===== src/dcc_pkg.sv =====
// Package of the distinct color counter: sizes, entry layout and request/result types.
// No dependencies; used by every module of the block by scoped names.
`timescale 1ns / 1ps

package dcc_pkg;

	localparam int TABLE_DEPTH = 128;
	localparam int COUNT_WIDTH = 16;
	localparam int COLOR_W     = 32;
	localparam int IDX_W       = $clog2(TABLE_DEPTH);
	localparam int FILL_W      = $clog2(TABLE_DEPTH + 1);

	typedef struct packed {
		logic [7:0] red;
		logic [7:0] green;
		logic [7:0] blue;
		logic [7:0] alpha;
		logic       clear_first;
	} req_t;

	typedef struct packed {
		logic [IDX_W-1:0]       slot;
		logic [COUNT_WIDTH-1:0] occurrences;
		logic                   is_new;
		logic                   table_full;
	} rsp_t;

	typedef struct packed {
		logic [COLOR_W-1:0]     color;
		logic [COUNT_WIDTH-1:0] count;
	} entry_t;

	typedef struct packed {
		logic                   hit;
		logic [COUNT_WIDTH-1:0] count;
	} match_t;

endpackage


===== src/dcc_match.sv =====
// Shared compare unit: checks one stored entry against the search color and
// forms its saturating incremented count. Depends on dcc_pkg.
`timescale 1ns / 1ps

module dcc_match (
	input  logic [dcc_pkg::COLOR_W-1:0] color,
	input  dcc_pkg::entry_t             entry,
	output dcc_pkg::match_t             result
);

	logic sat;

	assign sat = &entry.count;

	always_comb begin
		result.hit   = (entry.color == color);
		result.count = sat ? entry.count
		                   : entry.count + dcc_pkg::COUNT_WIDTH'(1);
	end

endmodule


===== config.mk =====
export PLATFORM = sky130hd
export DESIGN_NAME = dcc_match
export DESIGN_NICKNAME = d
export VERILOG_FILES = /design/src/dcc_pkg.sv /design/src/dcc_match.sv
export SDC_FILE = /design/constraint.sdc
export NUM_CORES = 1
export LEC_CHECK = 0
export BUFFER_PORTS_ARGS = -buffer_cell sky130_fd_sc_hd__buf_2
export CAP_MARGIN = 25
export CORE_MARGIN = 8
export CORE_UTILIZATION = 34
export DETAILED_ROUTE_END_ITERATION = 12
export MAX_ROUTING_LAYER = met4
export PLACE_DENSITY = 0.91
export SLEW_MARGIN = 20
export SYNTH_ARGS = -nofsm -noshare
export SYNTH_HDL_FRONTEND = slang
export SYNTH_SLANG_ARGS = --single-unit

===== constraint.sdc =====
create_clock -name vclk -period 1.6
set_input_delay 0.08 -clock vclk [all_inputs]
set_output_delay 0.08 -clock vclk [all_outputs]
set_load 0.05 [all_outputs]

After elaboration in Yosys (flattened, before gate mapping) --
Cells that the tools add are included.
Word-level totals: bits in registers 0, input bits 80, output and inout bits 17, word-level logic and storage cells 4
Cells by class: add/subtract/negate cells 1, equality and inequality tests 1, mux-type cells 1, reductions and logical operators 1
Operators by type and width (number):
- $eq 32x32->1 | 1
- $add 16x1->16 const B | 1
- $mux 16 | 1
- $reduce_and 16->1 | 1

Depth between registers and ports, before layout --
Gate-level depths: netlist of the first run.
word-level depth 2, mapped depth 5, gate-level depth less buffers 5

Least setup slack after synthesis of the first run --
No wires, ideal clock.
kind input to output, start point input entry[0] in the netlist's numbering, end point output result[7] in the netlist's numbering, data arrival time 1.737 ns, data required time 1.520 ns, path slack -0.217 ns, stages 5, buffers on the path 0, cells stage by stage ha_1 -> and3_1 -> a41oi_4 -> nand4_1 -> xnor2_1
RTL lines:
- start: declaration | line dcc_match.sv:7 | input dcc_pkg::entry_t entry,
- end: declaration | line dcc_match.sv:8 | output dcc_pkg::match_t result

==> implementation parameters, run 1 <==
Parameter                              Value

Global routing
  Number of antenna violations at the first check in global routing    0
  Most utilized layer in the global route result    met2
  Met2 track utilization from global routing    between 20 and 30%
  Gr ovfl total    0
  Met1 track demand over resource in global routing    between 10% and 20%
  Pin count of the biggest net entering global routing    8
  Via count of the first global-routing pass    1211
  Combined global-route utilization of all metal layers    between 10% and 20%
  Wire length of the first global-routing pass    4836 um
  Met3 routing resource usage after global routing    3.357%

Setup path
  Worst Path Class, Setup    in2out
  Data arrival time of the worst path    1.44 ns
  Critical path data required time    1.52 ns
  CP Capture Type    output pin
  Nature of the critical path startpoint    primary input
  Critical-path maximum fanout    5

Timing
  Max-slew headroom    81.17%
  Number of failing setup endpoints in the final timing report    0
  Final clock period utilization by the worst path    95.08%
  Transition time of the tightest slew-check pin    0.2799 ns
  Unrepaired setup endpoints after global routing    no
  Final count of pins violating max slew    0
  Post-Route Setup TNS    0 ns
  Achievable frequency    657.3 MHz
  Clock period minus worst slack    1.521 ns
  Final Hold Vio Count    0

Routing
  DR vias/cell    5.018
  Initial DRT Pass Iterations    4
  Via count    1134
  Final WL    3022 um
  Routed wire per std cell    13.37 um
  DRC violations left    0
  Antenna Violating Nets Remaining    0
  Initial DRC count    31

Finish
  Sequential cell area    0 um^2
  Proportion of layout cells with a drive suffix above 1    roughly three fifths
  Multi-input gate area in the final layout    793.3 um^2
  Fill cells    191
  Count of sequential standard cells    0
  Most common library cell in the layout ignoring fill and taps    sky130_fd_sc_hd__buf_2
  Synthesis-to-finish area growth    76.09%
  Antenna diode count    0
  Net count reported at finish    281
  Most used cells in the layout excluding fill and tap cells    sky130_fd_sc_hd__buf_2 (95), sky130_fd_sc_hd__xor2_1 (34), sky130_fd_sc_hd__nor4_1 (8), sky130_fd_sc_hd__buf_4 (8), sky130_fd_sc_hd__nand4_1 (6)
  Area of all placed cells without fillers    0.001364 mm^2
  Clock buffer cells    0

Synth
  Dominant combinational cell family by area after synthesis    XOR/XNOR gates
  Distinct cells, synth    26
  Number of warnings reported in the yosys synthesis log    0
  Post-synthesis net count    between 150 and 200
  Average cell area after synthesis    8.068 um^2
  Cell area after synthesis    ~770 um^2
  Arithmetic-cell share of the synthesized area counting full adders, half adders and majority gates    1.616%
  Fraction of the mapped netlist area in compound gates    12.44%
  Simple-gate share of the synthesized area    34.09%
  Fraction of the yosys area taken by sequential cells    0%
  Mux contribution to synthesized area    under 10%
  Post-synthesis share of cell area spent on xor and xnor gates    44.10%
  Synthesized instance count    96

Status
  Result of the run    completed

Power
  Power density of the placed cells    274.2 mW/mm^2
  Leakage power figure    around 0.73 nW
  Worst ir drop on vdd    between 150 and 200 uV

Floorplanning
  Top-level I/O count    97
  Height of the die    between 60 and 70 um
  Total die area    between 0.004 and 0.005 mm^2
  Horizontal die dimension    63.73 um
  Row cnt    17
  Initial standard-cell utilization of the core    35.35%
  Placeable core region    0.002191 mm^2

Clock tree
  Number of hold-repair buffers added at the cts stage    0

Job
  MaxCap Viol Count    0

Placement
  Total of buffers placed on input and output ports    97
  Placed wire-length estimate after detailed placement    2841 um
  Total placed instance area    0.001359 mm^2
  Global placement routability congestion    0.8849

Worst hold path
  Tightest Hold Check Type    in2out
==> path summary, 6_finish.rpt <==
path              cells past startpoint  slack [ns]      from          to
hold / removal                        3        0.54  entry[7]   result[7]
setup / recovery                      6        0.08  entry[5]  result[15]
==> synth_stat cells, drive strengths merged <==
cell	count	area, um^2
a31oi	2	12.51
nor3	2	20.02
o21ai	1	5.000
and4	4	37.54
nor2	3	11.26
a41oi	2	36.29
and3	3	18.77
o21a	2	15.01
a211oi	1	7.510
nand4	8	71.32
nor4	8	50.05
nand2	5	18.77
nand2b	1	6.260
xor2	34	297.8
mux2	4	48.79
buf	1	11.26
nand3	5	30.03
xnor2	5	43.79
a21oi	4	20.02
ha	1	12.51
==> report_power, final <==
group	total, mW	switching (mW)	internal, mW
clock	0	0	0
sequential	0	0	0
combinational	0.374	0.214	0.160
total	0.374	0.214	0.160
==> cell type report <==
type,count,area share (%)
multi-input combinational,95,58.17
tap,28,2.569
timing repair buffer,103,39.27
==> critical path, stage by stage <==
cell                      delay (ns)
sky130_fd_sc_hd__buf_2          0.14
sky130_fd_sc_hd__nand4_2        0.19
sky130_fd_sc_hd__nor3_2         0.28
sky130_fd_sc_hd__and4_1         0.23
sky130_fd_sc_hd__mux2_1         0.31
sky130_fd_sc_hd__buf_2          0.21
==> what timing repair did <==
| item | CTS | global route |
|---|---|---|
| gates resized for setup | 0 | 4 |
| buffers inserted | 0 | 0 |
| setup endpoints to repair | 0 | 2 |
==> stage by stage <==
| stage | hold WS (ns) | std cells | util, % | total power, mW | setup WS (ns) |
|---|---|---|---|---|---|
| detailed placement | 0.5561 | 226 | 62.02 | 0.3742 | 0.03249 |
| finish | 0.5389 | 226 | 62.25 | 0.3740 | 0.07866 |
| global placement | 0.5549 | 226 | 62.02 | 0.3666 | 0.05572 |
| floorplan | 0.3516 | 96 | - | 0.1991 | 0.01715 |
| CTS | 0.5568 | 226 | 62.02 | 0.3755 | 0.02935 |
| global route | 0.5574 | 226 | 62.25 | 0.4020 | 0.009114 |
==> metal layers <==
layer / up-vias / share of wire [%]
met2: 64 / 51
met3: 2 / 8.8
met4: 0 / 0.56
met5: - / 0
met1: 501 / 39
li1: 567 / -
==> kinds of logic after synthesis <==
| logic type | count (synthesis) |
|---|---|
| compound gates | 12 |
| xor+xnor | 39 |
| fa+ha+maj | 1 |
| buf+inv | 1 |
| mux | 4 |
| simple gates | 39 |
(Power assumes the default switching activity.)
==> run 2, diff against run 1 <==
PLACE_DENSITY = default   (was 0.91)
PLACE_DENSITY_LB_ADDON = 0.1   (was default)
==> run 2 against run 1 <==
- fmax is 1.4% higher
- hold slack better by 0.017 ns
- sequential share of layout area stayed put
- die area stayed put
- total power is 0.96% lower
- first-iteration DRC count is 6.5% lower
- routed wire length is 4.4% higher
- largest cell class unchanged
- largest power group unchanged
==> implementation parameters, run 2 (synthesis results as in run 1) <==
Parameter                              Value

Timing
  Max-slew headroom    79.35% (-1.8 points)
  Worst path setup slack after routing    0.09971 ns (+0.02105 ns)
  Unrepaired setup endpoints after global routing    no
  Achievable frequency    666.5 MHz (+1.4%)
  Final clock period utilization by the worst path    93.77% (-1.3 points)
  Number of failing setup endpoints in the final timing report    0 (unchanged)
  Final Hold Vio Count    0 (unchanged)
  Clock period minus worst slack    1.500 ns (-0.02105 ns)
  Post-Route Setup TNS    0 ns (unchanged)
  Transition time of the tightest slew-check pin    0.3098 ns (+0.02985 ns)
  Final count of pins violating max slew    0 (unchanged)

Finish
  Post-route core utilization    62.19% (about the same)
  Most used cells in the layout excluding fill and tap cells    sky130_fd_sc_hd__buf_2 (96), sky130_fd_sc_hd__xor2_1 (34), sky130_fd_sc_hd__nor4_1 (8)
  Proportion of layout cells with a drive suffix above 1    58.88% (+0.30 points)
  Clock buffer cells    0 (unchanged)
  Antenna diode count    0 (unchanged)
  Synthesis-to-finish area growth    75.93% (about the same)
  Most common library cell in the layout ignoring fill and taps    sky130_fd_sc_hd__buf_2
  Net count reported at finish    280 (-0.36%)
  Sequential cell area    0 um^2 (unchanged)
  Count of sequential standard cells    0 (unchanged)

Worst hold path
  Hold Path Origin    entry[7]
  Worst hold path stage count    3 (unchanged)
  Tightest Hold Check Type    in2out
  Worst min-delay path endpoint    result[7]

Global routing
  Gr ovfl total    0 (unchanged)
  Number of antenna violations at the first check in global routing    0 (unchanged)
  Via count of the first global-routing pass    1258 (+3.9%)
  Pin count of the biggest net entering global routing    8 (unchanged)
  Combined global-route utilization of all metal layers    15.11% (+1.4 points)
  Wire length of the first global-routing pass    5223 um (+8.0%)

Floorplanning
  Top-level I/O count    97 (unchanged)
  Initial standard-cell utilization of the core    35.35% (unchanged)
  Row cnt    17 (unchanged)
  Placeable core region    0.002191 mm^2 (unchanged)
  Height of the die    63.73 um (unchanged)
  Horizontal die dimension    63.73 um (unchanged)
  Total die area    0.004061 mm^2 (unchanged)

Routing
  Initial DRT Pass Iterations    4 (unchanged)
  DRC violations left    0 (unchanged)
  Antenna Violating Nets Remaining    0 (unchanged)
  Via count    1121 (-1.1%)
  Final WL    3156 um (+4.4%)
  Routed wire per std cell    14.03 um (+4.9%)
  Initial DRC count    29 (-6.5%)
  DR vias/cell    4.982 (-0.71%)

Placement
  Global placement routability congestion    0.8371 (-5.4%)
  Post-placement setup slack    0.05098 ns (+0.01849 ns)
  Total of buffers placed on input and output ports    97 (unchanged)
  Placed wire-length estimate after detailed placement    2956 um (+4.1%)

Setup path
  Critical path data required time    1.52 ns (about the same)
  Data arrival time of the worst path    1.42 ns (-0.02 ns)
  Worst Path Class, Setup    in2out
  Nature of the critical path startpoint    primary input
  Critical-path maximum fanout    4 (-1)
  CP Capture Type    output pin

Clock tree
  Number of hold-repair buffers added at the cts stage    0 (unchanged)

Power
  Worst ir drop on vdd    176.4 uV (-0.50%)
  Power density of the placed cells    271.8 mW/mm^2 (-0.87%)
  Overall Power    0.3704 mW (-0.96%)
  Leakage power figure    0.7300 nW (+0.69%)

Status
  Result of the run    completed

Job
  MaxCap Viol Count    0 (unchanged)
## run 2: cell count changes in the layout (fill, tap and decap cells not counted)
cell,before,now
sky130_fd_sc_hd__ha_2,0,1
sky130_fd_sc_hd__buf_4,8,5
sky130_fd_sc_hd__clkbuf_4,0,1
sky130_fd_sc_hd__nor3_4,0,1
sky130_fd_sc_hd__ha_1,1,0
sky130_fd_sc_hd__nor3_2,2,1
sky130_fd_sc_hd__buf_2,95,96
## run 2: layer usage
layer / vias to the layer above / part of all wire [%] / track usage [%]
met4: 0 / 0 / 0.5571
li1: 563 / - / -
met3: 0 / 12 / 6.007
met5: - / 0 / -
met2: 67 / 51 / 29.40
met1: 491 / 37 / 14.21
## run 2: cell type report
class	instances	area (um^2)
Fill cell	218	828.3
Multi-Input combinational cell	95	802.0
Tap cell	28	35.03
Timing Repair Buffer	102	525.5
## run 2: what timing repair did
item | in CTS | in global routing
gates resized for setup | 0 | 3
setup buffers | 0 | 1
endpoints found under the setup margin | 0 | 5
## run 2: critical path, stage by stage
cell and delay [ns]:
sky130_fd_sc_hd__buf_2 0.09, sky130_fd_sc_hd__ha_2 0.21, sky130_fd_sc_hd__and3_1 0.24, sky130_fd_sc_hd__buf_4 0.16
sky130_fd_sc_hd__nand4_4 0.10, sky130_fd_sc_hd__mux2_4 0.33, sky130_fd_sc_hd__buf_2 0.21
## run 2: where the power goes
| part | internal, mW | switching [mW] | total (mW) |
|---|---|---|---|
| clock | 0 | 0 | 0 |
| sequential | 0 | 0 | 0 |
| combinational | 0.157 | 0.213 | 0.370 |
## run 2: how the worst max path moves through the flow
stage / slack [ns] / end / startpoint
2_1_floorplan: 0.02 / result[10] / entry[0]
3_3_place_gp: 0.08 / result[7] / entry[0]
3_5_place_dp: 0.05 / result[7] / entry[0]
4_1_cts: 0.05 / result[7] / entry[0]
5_1_grt: 0.0004 / result[14] / entry[0]
6_report: 0.1 / result[1] / entry[0]
## run 2: metrics by stage
step	instance area (um^2)	std cells	hold WS, ns
floorplan	804.5	96	0.3516
global placement	1344	224	0.5514
detailed placement	1344	224	0.5558
CTS	1344	224	0.5577
global route	1363	225	0.5741
finish	1363	225	0.5561
